--- src/hdl/cansrt_pkg.sv ---
// ----------------------------------------------------------------------------
// cansrt_pkg: shared types and constants of the CAN setting request tracker
// Holds the event and status codes, verdict codes, register indexes and the
// fixed frame identifiers and opcodes of the setting protocol.
// ----------------------------------------------------------------------------
`default_nettype none

package cansrt_pkg;

  // Event codes carried in the input tuser.
  typedef enum logic [2:0] {
    CMD_HOST   = 3'd0,
    CMD_PRE_TX = 3'd1,
    CMD_TX_END = 3'd2,
    CMD_RX     = 3'd3,
    CMD_POLL   = 3'd4
  } cmd_t;

  // Request status codes.
  typedef enum logic [3:0] {
    ST_READY     = 4'd0,
    ST_INVALID   = 4'd1,
    ST_BUSY      = 4'd2,
    ST_DUPLICATE = 4'd3,
    ST_QUEUED    = 4'd4,
    ST_QFULL     = 4'd5,
    ST_STARTED   = 4'd6,
    ST_FAILED    = 4'd7,
    ST_TIMEOUT   = 4'd8,
    ST_MATCHED   = 4'd9
  } status_t;

  // Transmit verdict codes.
  typedef enum logic [1:0] {
    TXV_NOT_OURS = 2'd0,
    TXV_SEND     = 2'd1,
    TXV_DROP     = 2'd2
  } verdict_t;

  // Result kind codes carried in the output tuser.
  localparam logic RK_HOST_REPLY = 1'b0;
  localparam logic RK_TX_VERDICT = 1'b1;

  // Configuration register indexes.
  localparam logic [2:0] REG_PACKET_TYPE   = 3'd0;
  localparam logic [2:0] REG_BODY_LENGTH   = 3'd1;
  localparam logic [2:0] REG_TIMEOUT_TICKS = 3'd2;
  localparam logic [2:0] REG_HELLO_KIND    = 3'd3;
  localparam logic [2:0] REG_STATUS_KIND   = 3'd4;
  localparam logic [2:0] REG_SET_KIND      = 3'd5;

  // Protocol constants.
  localparam logic [28:0] REQ_FRAME_ID   = 29'h16305054;
  localparam logic [28:0] ACK_FRAME_ID   = 29'h16305450;
  localparam logic [7:0]  REQ_OPCODE     = 8'h40;
  localparam logic [7:0]  ACK_OPCODE     = 8'hC0;
  localparam logic [39:0] HDR_SIGNATURE  = 40'h0B48435801;
  localparam logic [7:0]  HELLO_FEATURE  = 8'h01;
  localparam logic [7:0]  HELLO_VALUE    = 8'h0F;
  localparam logic [7:0]  MENU_F1        = 8'h15;
  localparam logic [7:0]  MENU_F2        = 8'h20;
  localparam logic [7:0]  MENU_F3        = 8'h32;
  localparam logic [7:0]  MENU_F4        = 8'h33;
  localparam logic [2:0]  CAN_IDE_EXT    = 3'd4;
  localparam logic [3:0]  CAN_DLC_REQ    = 4'd3;
  localparam logic [7:0]  MAX_START_MBOX = 8'd3;

  // Reset values of the configuration registers.
  localparam logic [7:0]  RST_PACKET_TYPE   = 8'd0;
  localparam logic [7:0]  RST_BODY_LENGTH   = 8'd13;
  localparam logic [31:0] RST_TIMEOUT_TICKS = 32'd1000;
  localparam logic [7:0]  RST_HELLO_KIND    = 8'd1;
  localparam logic [7:0]  RST_STATUS_KIND   = 8'd2;
  localparam logic [7:0]  RST_SET_KIND      = 8'd3;

  // One result word before packing.
  typedef struct packed {
    logic     kind;
    status_t  status;
    logic [31:0] id;
    logic [7:0]  feature;
    logic [7:0]  value;
    verdict_t    verdict;
  } result_t;

endpackage : cansrt_pkg

`default_nettype wire

--- src/hdl/can_setting_request_tracker_top.sv ---
// ----------------------------------------------------------------------------
// can_setting_request_tracker_top: single setting request tracker
// Takes one event word per cycle, tracks one outstanding setting request and
// emits host replies, transmit verdicts and published status changes.
// ----------------------------------------------------------------------------
// The tracker accepts one event word per clock cycle. An accepted word lands
// in an input register; in the following cycle a short block of compare and
// update logic evaluates it against the tracked request, updates the request
// state and, when the event calls for a result, loads the output register.
// A result word is valid on the output from the edge at which the evaluation
// loads it into the output register. The only thing that slows the input is
// back-pressure on the result side: an event that produces a result waits in
// the input register while the output register is full and not being drained,
// and events that produce no result never wait. The single 32-bit wrapping
// subtract and compare of the expiry check sets the critical path.
// Configuration registers are written through the plain write port and must
// only be changed while the tracker is idle.
`default_nettype none

module can_setting_request_tracker_top (
  input  wire logic         clk,
  input  wire logic         rst_n,
  // Input event stream.
  input  wire logic         in_tvalid,
  output logic              in_tready,
  // in_tdata, from bit 0: now[31:0], packet_length[39:32],
  // header_bytes[87:40], message_kind[95:88], transaction_id[127:96],
  // feature[135:128], api[143:136], enqueue_accepted[144],
  // frame_id[173:145], frame_control[181:174], frame_data[205:182],
  // zero padding[207:206].
  input  wire logic [207:0] in_tdata,
  // in_tuser: command[2:0].
  input  wire logic [2:0]   in_tuser,
  // Result stream.
  output logic              out_tvalid,
  input  wire logic         out_tready,
  // out_tdata, from bit 0: reply_status[3:0], reply_id[35:4],
  // reply_feature[43:36], reply_value[51:44], tx_verdict[53:52],
  // zero padding[55:54].
  output logic [55:0]       out_tdata,
  // out_tuser: result_kind[0].
  output logic              out_tuser,
  // Configuration write port.
  input  wire logic         cfg_we,
  input  wire logic [2:0]   cfg_addr,
  input  wire logic [31:0]  cfg_wdata
);

  import cansrt_pkg::*;

  // --------------------------------------------------------------------------
  // Configuration registers
  // --------------------------------------------------------------------------
  logic [7:0]  packet_type_r;
  logic [7:0]  body_length_r;
  logic [31:0] timeout_ticks_r;
  logic [7:0]  hello_kind_r;
  logic [7:0]  status_kind_r;
  logic [7:0]  set_kind_r;

  always_ff @(posedge clk) begin
    if (!rst_n) begin
      packet_type_r   <= RST_PACKET_TYPE;
      body_length_r   <= RST_BODY_LENGTH;
      timeout_ticks_r <= RST_TIMEOUT_TICKS;
      hello_kind_r    <= RST_HELLO_KIND;
      status_kind_r   <= RST_STATUS_KIND;
      set_kind_r      <= RST_SET_KIND;
    end else if (cfg_we) begin
      case (cfg_addr)
        REG_PACKET_TYPE:   packet_type_r   <= cfg_wdata[7:0];
        REG_BODY_LENGTH:   body_length_r   <= cfg_wdata[7:0];
        REG_TIMEOUT_TICKS: timeout_ticks_r <= cfg_wdata;
        REG_HELLO_KIND:    hello_kind_r    <= cfg_wdata[7:0];
        REG_STATUS_KIND:   status_kind_r   <= cfg_wdata[7:0];
        REG_SET_KIND:      set_kind_r      <= cfg_wdata[7:0];
        default: ;
      endcase
    end
  end

  // --------------------------------------------------------------------------
  // Input register
  // --------------------------------------------------------------------------
  logic          s1_valid_r;
  logic [2:0]    s1_cmd_r;
  logic [205:0]  s1_data_r;
  logic          s1_fire;

  assign in_tready = !s1_valid_r || s1_fire;

  always_ff @(posedge clk) begin
    if (!rst_n) begin
      s1_valid_r <= 1'b0;
    end else if (in_tready) begin
      s1_valid_r <= in_tvalid;
    end
  end

  always_ff @(posedge clk) begin
    if (in_tready && in_tvalid) begin
      s1_cmd_r  <= in_tuser;
      s1_data_r <= in_tdata[205:0];
    end
  end

  // Field views of the registered word.
  logic [31:0] f_now;
  logic [7:0]  f_len;
  logic [47:0] f_hdr;
  logic [7:0]  f_kind;
  logic [31:0] f_id;
  logic [7:0]  f_feature;
  logic [7:0]  f_api;
  logic        f_acc;
  logic [28:0] f_fid;
  logic [7:0]  f_ctrl;
  logic [23:0] f_fdata;

  assign f_now     = s1_data_r[31:0];
  assign f_len     = s1_data_r[39:32];
  assign f_hdr     = s1_data_r[87:40];
  assign f_kind    = s1_data_r[95:88];
  assign f_id      = s1_data_r[127:96];
  assign f_feature = s1_data_r[135:128];
  assign f_api     = s1_data_r[143:136];
  assign f_acc     = s1_data_r[144];
  assign f_fid     = s1_data_r[173:145];
  assign f_ctrl    = s1_data_r[181:174];
  assign f_fdata   = s1_data_r[205:182];

  // --------------------------------------------------------------------------
  // Request state
  // --------------------------------------------------------------------------
  logic [31:0] active_id_r,      active_id_nxt;
  logic [7:0]  stored_feature_r, stored_feature_nxt;
  logic [7:0]  stored_api_r,     stored_api_nxt;
  logic [31:0] start_time_r,     start_time_nxt;
  logic        owned_r,          owned_nxt;
  status_t     cur_status_r,     cur_status_nxt;
  status_t     pub_status_r,     pub_status_nxt;
  logic [7:0]  frame_menu_r,     frame_menu_nxt;
  logic [7:0]  frame_value_r,    frame_value_nxt;

  // --------------------------------------------------------------------------
  // Event evaluation
  // --------------------------------------------------------------------------
  logic        expired;
  status_t     aged_status;
  logic        shape_ok;
  logic        hdr_pass;
  logic        hdr_ok;
  logic        map_ok;
  logic [7:0]  map_menu;
  logic [7:0]  map_value;
  logic        res_valid;
  result_t     res;

  // Age is taken modulo 2^32, so the tick counter may wrap freely.
  assign expired  = (f_now - start_time_r) >= timeout_ticks_r;
  assign shape_ok = (f_ctrl[7:5] == CAN_IDE_EXT) && !f_ctrl[0]
                    && (f_ctrl[4:1] == CAN_DLC_REQ);
  assign hdr_pass = (f_len != 8'd0) && (f_hdr[47:40] == packet_type_r);
  assign hdr_ok   = (f_len == body_length_r) && (f_hdr[39:0] == HDR_SIGNATURE);

  // A queued or started request that has run out of time reads as timeout.
  always_comb begin
    aged_status = cur_status_r;
    if ((cur_status_r == ST_QUEUED || cur_status_r == ST_STARTED) && expired) begin
      aged_status = ST_TIMEOUT;
    end
  end

  // Feature and value byte to menu and value of the CAN request frame.
  always_comb begin
    map_ok    = 1'b0;
    map_menu  = 8'd0;
    map_value = 8'd0;
    case (f_feature)
      8'd1: begin
        map_ok    = (f_api >= 8'd1) && (f_api <= 8'd3);
        map_menu  = MENU_F1;
        map_value = f_api - 8'd1;
      end
      8'd2: begin
        map_ok    = (f_api >= 8'd1) && (f_api <= 8'd2);
        map_menu  = MENU_F2;
        map_value = f_api - 8'd1;
      end
      8'd3: begin
        map_ok    = (f_api >= 8'd1) && (f_api <= 8'd7);
        map_menu  = MENU_F3;
        map_value = f_api;
      end
      8'd4: begin
        map_ok    = (f_api >= 8'd1) && (f_api <= 8'd8);
        map_menu  = MENU_F4;
        map_value = (f_api == 8'd1) ? 8'd7 : f_api - 8'd1;
      end
      default: ;
    endcase
  end

  always_comb begin
    active_id_nxt      = active_id_r;
    stored_feature_nxt = stored_feature_r;
    stored_api_nxt     = stored_api_r;
    start_time_nxt     = start_time_r;
    owned_nxt          = owned_r;
    cur_status_nxt     = cur_status_r;
    pub_status_nxt     = pub_status_r;
    frame_menu_nxt     = frame_menu_r;
    frame_value_nxt    = frame_value_r;
    res_valid          = 1'b0;
    res                = '{kind: RK_HOST_REPLY, status: ST_READY, id: 32'd0,
                           feature: 8'd0, value: 8'd0, verdict: TXV_NOT_OURS};

    case (cmd_t'(s1_cmd_r))
      CMD_HOST: begin
        if (hdr_pass) begin
          res_valid = 1'b1;
          if (!hdr_ok) begin
            res.status = ST_INVALID;
          end else if (f_kind == hello_kind_r && f_feature == 8'd0 && f_api == 8'd0) begin
            res.status  = ST_READY;
            res.id      = f_id;
            res.feature = HELLO_FEATURE;
            res.value   = HELLO_VALUE;
          end else if (f_kind == status_kind_r && f_feature == 8'd0 && f_api == 8'd0
                       && f_id != 32'd0 && f_id == active_id_r) begin
            cur_status_nxt = aged_status;
            res.status     = aged_status;
            res.id         = f_id;
            res.feature    = stored_feature_r;
            res.value      = stored_api_r;
          end else if (f_kind != set_kind_r || f_id == 32'd0 || !map_ok) begin
            res.status = ST_INVALID;
          end else begin
            res.id      = f_id;
            res.feature = f_feature;
            res.value   = f_api;
            if (owned_r || cur_status_r == ST_STARTED) begin
              res.status = ST_BUSY;
            end else if (f_id == active_id_r) begin
              res.status = ST_DUPLICATE;
            end else begin
              frame_menu_nxt     = map_menu;
              frame_value_nxt    = map_value;
              active_id_nxt      = f_id;
              stored_feature_nxt = f_feature;
              stored_api_nxt     = f_api;
              start_time_nxt     = f_now;
              owned_nxt          = f_acc;
              cur_status_nxt     = f_acc ? ST_QUEUED : ST_QFULL;
              pub_status_nxt     = cur_status_nxt;
              res.status         = cur_status_nxt;
            end
          end
        end
      end
      CMD_PRE_TX: begin
        res_valid = 1'b1;
        res.kind  = RK_TX_VERDICT;
        if (owned_r && shape_ok && f_fid == REQ_FRAME_ID
            && f_fdata == {REQ_OPCODE, frame_menu_r, frame_value_r}) begin
          if (cur_status_r == ST_TIMEOUT || expired) begin
            owned_nxt      = 1'b0;
            cur_status_nxt = ST_TIMEOUT;
            res.verdict    = TXV_DROP;
          end else begin
            res.verdict    = TXV_SEND;
          end
        end
      end
      CMD_TX_END: begin
        if (owned_r) begin
          owned_nxt      = 1'b0;
          cur_status_nxt = (f_api < MAX_START_MBOX) ? ST_STARTED : ST_FAILED;
          start_time_nxt = f_now;
        end
      end
      CMD_RX: begin
        if (cur_status_r == ST_STARTED) begin
          if (expired) begin
            cur_status_nxt = ST_TIMEOUT;
          end else if (f_fid == ACK_FRAME_ID && shape_ok
                       && f_fdata == {ACK_OPCODE, frame_menu_r, frame_value_r}) begin
            cur_status_nxt = ST_MATCHED;
          end
        end
      end
      CMD_POLL: begin
        cur_status_nxt = aged_status;
        if (pub_status_r != aged_status) begin
          pub_status_nxt = aged_status;
          res_valid      = 1'b1;
          res.status     = aged_status;
          res.id         = active_id_r;
          res.feature    = stored_feature_r;
          res.value      = stored_api_r;
        end
      end
      default: ;
    endcase
  end

  // --------------------------------------------------------------------------
  // Output register and state update
  // --------------------------------------------------------------------------
  logic    out_valid_r;
  result_t out_res_r;
  logic    out_free;

  // The word in the input register leaves once its result has somewhere to go.
  assign out_free = !out_valid_r || out_tready;
  assign s1_fire  = s1_valid_r && (!res_valid || out_free);

  always_ff @(posedge clk) begin
    if (!rst_n) begin
      active_id_r      <= 32'd0;
      stored_feature_r <= 8'd0;
      stored_api_r     <= 8'd0;
      start_time_r     <= 32'd0;
      owned_r          <= 1'b0;
      cur_status_r     <= ST_READY;
      pub_status_r     <= ST_READY;
      frame_menu_r     <= 8'd0;
      frame_value_r    <= 8'd0;
    end else if (s1_fire) begin
      active_id_r      <= active_id_nxt;
      stored_feature_r <= stored_feature_nxt;
      stored_api_r     <= stored_api_nxt;
      start_time_r     <= start_time_nxt;
      owned_r          <= owned_nxt;
      cur_status_r     <= cur_status_nxt;
      pub_status_r     <= pub_status_nxt;
      frame_menu_r     <= frame_menu_nxt;
      frame_value_r    <= frame_value_nxt;
    end
  end

  always_ff @(posedge clk) begin
    if (!rst_n) begin
      out_valid_r <= 1'b0;
    end else if (s1_fire && res_valid) begin
      out_valid_r <= 1'b1;
    end else if (out_tready) begin
      out_valid_r <= 1'b0;
    end
  end

  always_ff @(posedge clk) begin
    if (s1_fire && res_valid) begin
      out_res_r <= res;
    end
  end

  assign out_tvalid = out_valid_r;
  assign out_tuser  = out_res_r.kind;
  assign out_tdata  = {2'b00, out_res_r.verdict, out_res_r.value, out_res_r.feature,
                       out_res_r.id, out_res_r.status};

  // --------------------------------------------------------------------------
  // Assertions
  // --------------------------------------------------------------------------
`ifndef SYNTHESIS
  // A frame still owned in the transmit queue belongs to a queued request,
  // or to one that aged out before the transmitter looked at it.
  a_owned_status: assert property (@(posedge clk) disable iff (!rst_n)
    owned_r |-> (cur_status_r == ST_QUEUED || cur_status_r == ST_TIMEOUT))
    else $error("owned frame with unexpected request status");

  // Reply-only codes never become the tracked request status.
  a_status_kind: assert property (@(posedge clk) disable iff (!rst_n)
    cur_status_r != ST_INVALID && cur_status_r != ST_BUSY
    && cur_status_r != ST_DUPLICATE)
    else $error("tracked status holds a reply-only code");

  // Host replies never carry a transmit verdict.
  a_reply_no_verdict: assert property (@(posedge clk) disable iff (!rst_n)
    (out_tvalid && out_tuser == RK_HOST_REPLY) |-> out_tdata[53:52] == TXV_NOT_OURS)
    else $error("host reply carries a transmit verdict");

  // An input word that makes no result never waits in the input register.
  a_no_idle_stall: assert property (@(posedge clk) disable iff (!rst_n)
    (s1_valid_r && !res_valid) |-> s1_fire)
    else $error("resultless word stalled");
`endif

endmodule : can_setting_request_tracker_top

`default_nettype wire

--- config.mk ---
export PLATFORM = sky130hd
export DESIGN_NAME = can_setting_request_tracker_top
export DESIGN_NICKNAME = d
export VERILOG_FILES = /design/src/hdl/cansrt_pkg.sv /design/src/hdl/can_setting_request_tracker_top.sv
export SDC_FILE = /design/constraint.sdc
export NUM_CORES = 1
export LEC_CHECK = 0
export ABC_AREA = 1
export BUFFER_PORTS_ARGS = -buffer_cell sky130_fd_sc_hd__buf_2
export CAP_MARGIN = 30
export CORE_MARGIN = 1
export CORE_UTILIZATION = 52
export DETAILED_ROUTE_END_ITERATION = 12
export PLACE_DENSITY = 0.77
export SLEW_MARGIN = 30
export SYNTH_ARGS = -nofsm -noshare
export SYNTH_HDL_FRONTEND = slang
export SYNTH_SLANG_ARGS = --single-unit
--- constraint.sdc ---
create_clock -name clk -period 9.5 [get_ports clk]
set_clock_uncertainty 0.15 [all_clocks]
set_input_delay 2.375 -clock clk [delete_from_list [all_inputs] [get_ports clk]]
set_output_delay 2.375 -clock clk [all_outputs]
set_load 0.02 [all_outputs]
==> reports/qor.yml <==
outcome:
  status: "completed"
synth:
  synth_xor_area_frac: 0.0349
  muxShareOfSynthArea: 0
  syn_area_per_cell_um2: 9.59
  synth_cells: 2120
  yosys_register_bits: 440
  synth_top_family_by_area: "simple AND/OR/NAND/NOR gates"
  ys_seq_area_frac: 0.563
  synthAdderAreaFrac: 0.0422
  synth.distinct_cells: 61
  yosysWarnings: 0
  synth_compound_area_frac: 0.0880
  yosys.area_share.simple: 0.199
  syn-cell-area_mm2: 0.0203
sta:
  period_needed_ps: 8550
  tightest_slew_ps: 833
  maxSlewHeadroom: 0.443
  setup_viol: 0
  final_max_slew_viol_count: 0
  fin_setup_tns_ps: 0
  hold_viol_final: 0
  rsz0062_at_grt: "false"
  max_clock_freq_ghz: 0.117
  period_share: 0.900
worst_setup_path:
  criticalPathCategory: "reg2out"
  start_kind: "flop"
  cpPeakStageDelay_ps: 440
  r2r_cells: 37
  crit_path_max_fanout: 39
  cp.required_ps: 6980
  critPathArrivalTime_ps: 6020
  cp-startpoint: "s1_data_r[0]$_DFFE_PP_"
  cp-end-kind: "primary output"
  r2r_slack_ps: 2620
  r2r-start: "s1_data_r[0]$_DFFE_PP_"
  crit_path_end: "in_tready"
  worstReg2RegEnd: "s1_data_r[131]$_DFFE_PP_"
  crit_path_top_delay_cell: "buf_4"
clock_network:
  tritoncts: "done"
  numCtsBuffers: 45
  insertion_delay_ps: 570
  clk_path_buf_depth: 3
  path_clk_slew_ps: 60
  cts-resized-gates: 0
  post-cts-setup-buffers: 0
  cts_sinks: 440
  cts_root_buffer: "clkbuf_16"
  htree_num_levels: 2
  postCtsHoldBufs: 0
drt:
  drc: 0
  wl_per_cell_um: 16.1
  vias: 15600
  drtIter0Drc: 1018
  wl_mm: 47.9
  routed_via_density: 5.23
  ant_nets: 0
  drt_pass1_iterations: 5
finish:
  drive_above_1_share: 0.189
  final_util: 0.616
  nNetsFinal: 2742
  final_cell_mix: "333 x nand2_1, 305 x buf_2, 301 x inv_1"
  multi_input_area_mm2: 0.00742
  area_growth_pct: 17.2
  final_common_cell: "nand2_1"
  fillCellCount: 3181
  fin_cells: 2980
  regArea_mm2: 0.0115
die:
  die_w_um: 200
  start_util: 0.526
  coreArea_mm2: 0.0386
  row_count: 72
  dieArea_mm2: 0.0399
  die_h_um: 200
  io_pins: 310
power:
  peakVddDrop_uv: 136
  p_leak_uw: 0.0100
  powerDensity_mw_per_mm2: 179
  share_comb_of_total_power: 0.082
  power.net_switching_uw: 989
  p_int_uw: 3280
  power.share.clock: 0.417
  power_uw: 4270
  pwr-share-seq: 0.501
  netSwitchingFraction: 0.232
placed_design:
  io_buffer_count: 305
  finalWeightedCongestion: 0.925
  hpwl_mm: 34.2
  dp.cells: 2894
global_routing:
  antenna_found_initial: 5
  grt_pass1_vias: 14700
  grt_pass1_wl_mm: 74.5
  grt_max_degree: 151
  grt_usage: 0.239
  grt_overflow_total: 0
hold_path:
  hold_path_class: "reg2reg"
run:
  drv_cap: 0
-- worst min-delay path by stage --
stage | slack [ps] | startpoint | endpoint | cells after the start
after floorplan | 280 | stored_api_r[4]$_SDFFE_PN0P_ | stored_api_r[4]$_SDFFE_PN0P_ | 2
after global placement | 290 | stored_api_r[4]$_SDFFE_PN0P_ | stored_api_r[4]$_SDFFE_PN0P_ | 2
after detailed placement | 300 | stored_api_r[7]$_SDFFE_PN0P_ | stored_api_r[7]$_SDFFE_PN0P_ | 2
after CTS | 310 | stored_api_r[7]$_SDFFE_PN0P_ | stored_api_r[7]$_SDFFE_PN0P_ | 2
after global routing | 330 | start_time_r[15]$_SDFFE_PN0P_ | start_time_r[15]$_SDFFE_PN0P_ | 2
final | 310 | stored_api_r[7]$_SDFFE_PN0P_ | stored_api_r[7]$_SDFFE_PN0P_ | 2
-- layer usage --
layer,up-vias,part of all wire,global-route usage
li1,7750,-,-
met4,8,0.028,0.0800
met2,491,0.50,0.418
met1,7233,0.41,0.297
met3,103,0.068,0.0442
met5,-,0.0010,0
-- area by class of cell --
class | count | area share
clock inverters | 24 | 0.00977
flip-flops and latches | 440 | 0.481
inverters | 311 | 0.0495
well taps | 518 | 0.0272
clock buffers | 60 | 0.0531
diodes | 2 | 0.000210
multi-input cells | 1309 | 0.311
repair buffers | 316 | 0.0682
-- power by group through the flow --
| stage | sequential (uW) | combinational, uW | clock [uW] |
|---|---|---|---|
| floorplan | 2180 | 228 | 0 |
| global placement | 2180 | 338 | 0 |
| detailed placement | 2180 | 350 | 0 |
| CTS | 2140 | 353 | 1820 |
| global route | 2150 | 398 | 1900 |
| finish | 2140 | 352 | 1780 |
-- critical path: cells and delay by family (launching register included) --
kind / cells / cell delay, ps
flip-flops: 1 / 390
XOR/XNOR: 1 / 160
AO/OA/AOI/OAI: 6 / 1250
buffers and inverters: 5 / 840
adder cells (fa/ha/maj): 3 / 810
AND/OR/NAND/NOR: 20 / 1990
-- cells in the mapped netlist (all sizes together) --
library cell  instances  area share
nand2               343       0.065
inv                 310       0.057
edfxtp              264        0.39
nor2                247       0.046
dfxtp               176        0.17
a21oi               112       0.028
o21ai               107       0.027
nand3                84       0.024
ha                   67       0.041
nand4                57       0.018
xor2                 47       0.020
nor3b                46       0.022
clkbuf               37      0.0069
xnor2                34       0.015
nor3                 27      0.0082
nor4                 26      0.0087
buf                  24      0.0082
o22ai                24      0.0074
o32ai                15      0.0065
or2                  15      0.0046
o211ai               14      0.0052
o221ai                6      0.0026
a21boi                5      0.0024
o21a                  5      0.0018
o21bai                4      0.0015
a21o                  3      0.0011
a31oi                 3     0.00092
o31ai                 3      0.0011
a221oi                2     0.00086
o2111ai               2     0.00086
a211o                 1     0.00043
a22oi                 1     0.00037
and3                  1     0.00031
clkinv                1     0.00018
conb                  1     0.00018
fa                    1     0.00098
nand3b                1     0.00037
nor4b                 1     0.00043
o311ai                1     0.00043
o41ai                 1     0.00043
or4                   1     0.00037
-- logic make-up after synthesis --
logic type,after synthesis
other cells,1
simple gates,849
compound gates,309
flops,440
buf+inv,372
fa+ha+maj,68
xor+xnor,81
-- registers in the layout (all words and copies together), names as in the netlist, 32 cells and up --
signal	cells
out_tdata	54
timeout_ticks_r	32
active_id_r	32
s1_data_r	206
start_time_r	32
-- per-stage QoR --
step / worst slack, ps / instance area [um2] / hold WS (ps)
floorplan: 447 / 20300 / 282
global placement: 1580 / 22300 / 293
detailed placement: 1520 / 22300 / 297
CTS: 890 / 23800 / 307
global route: 295 / 23800 / 327
finish: 952 / 23800 / 307
Note: power is estimated with default switching activity, not from simulation.
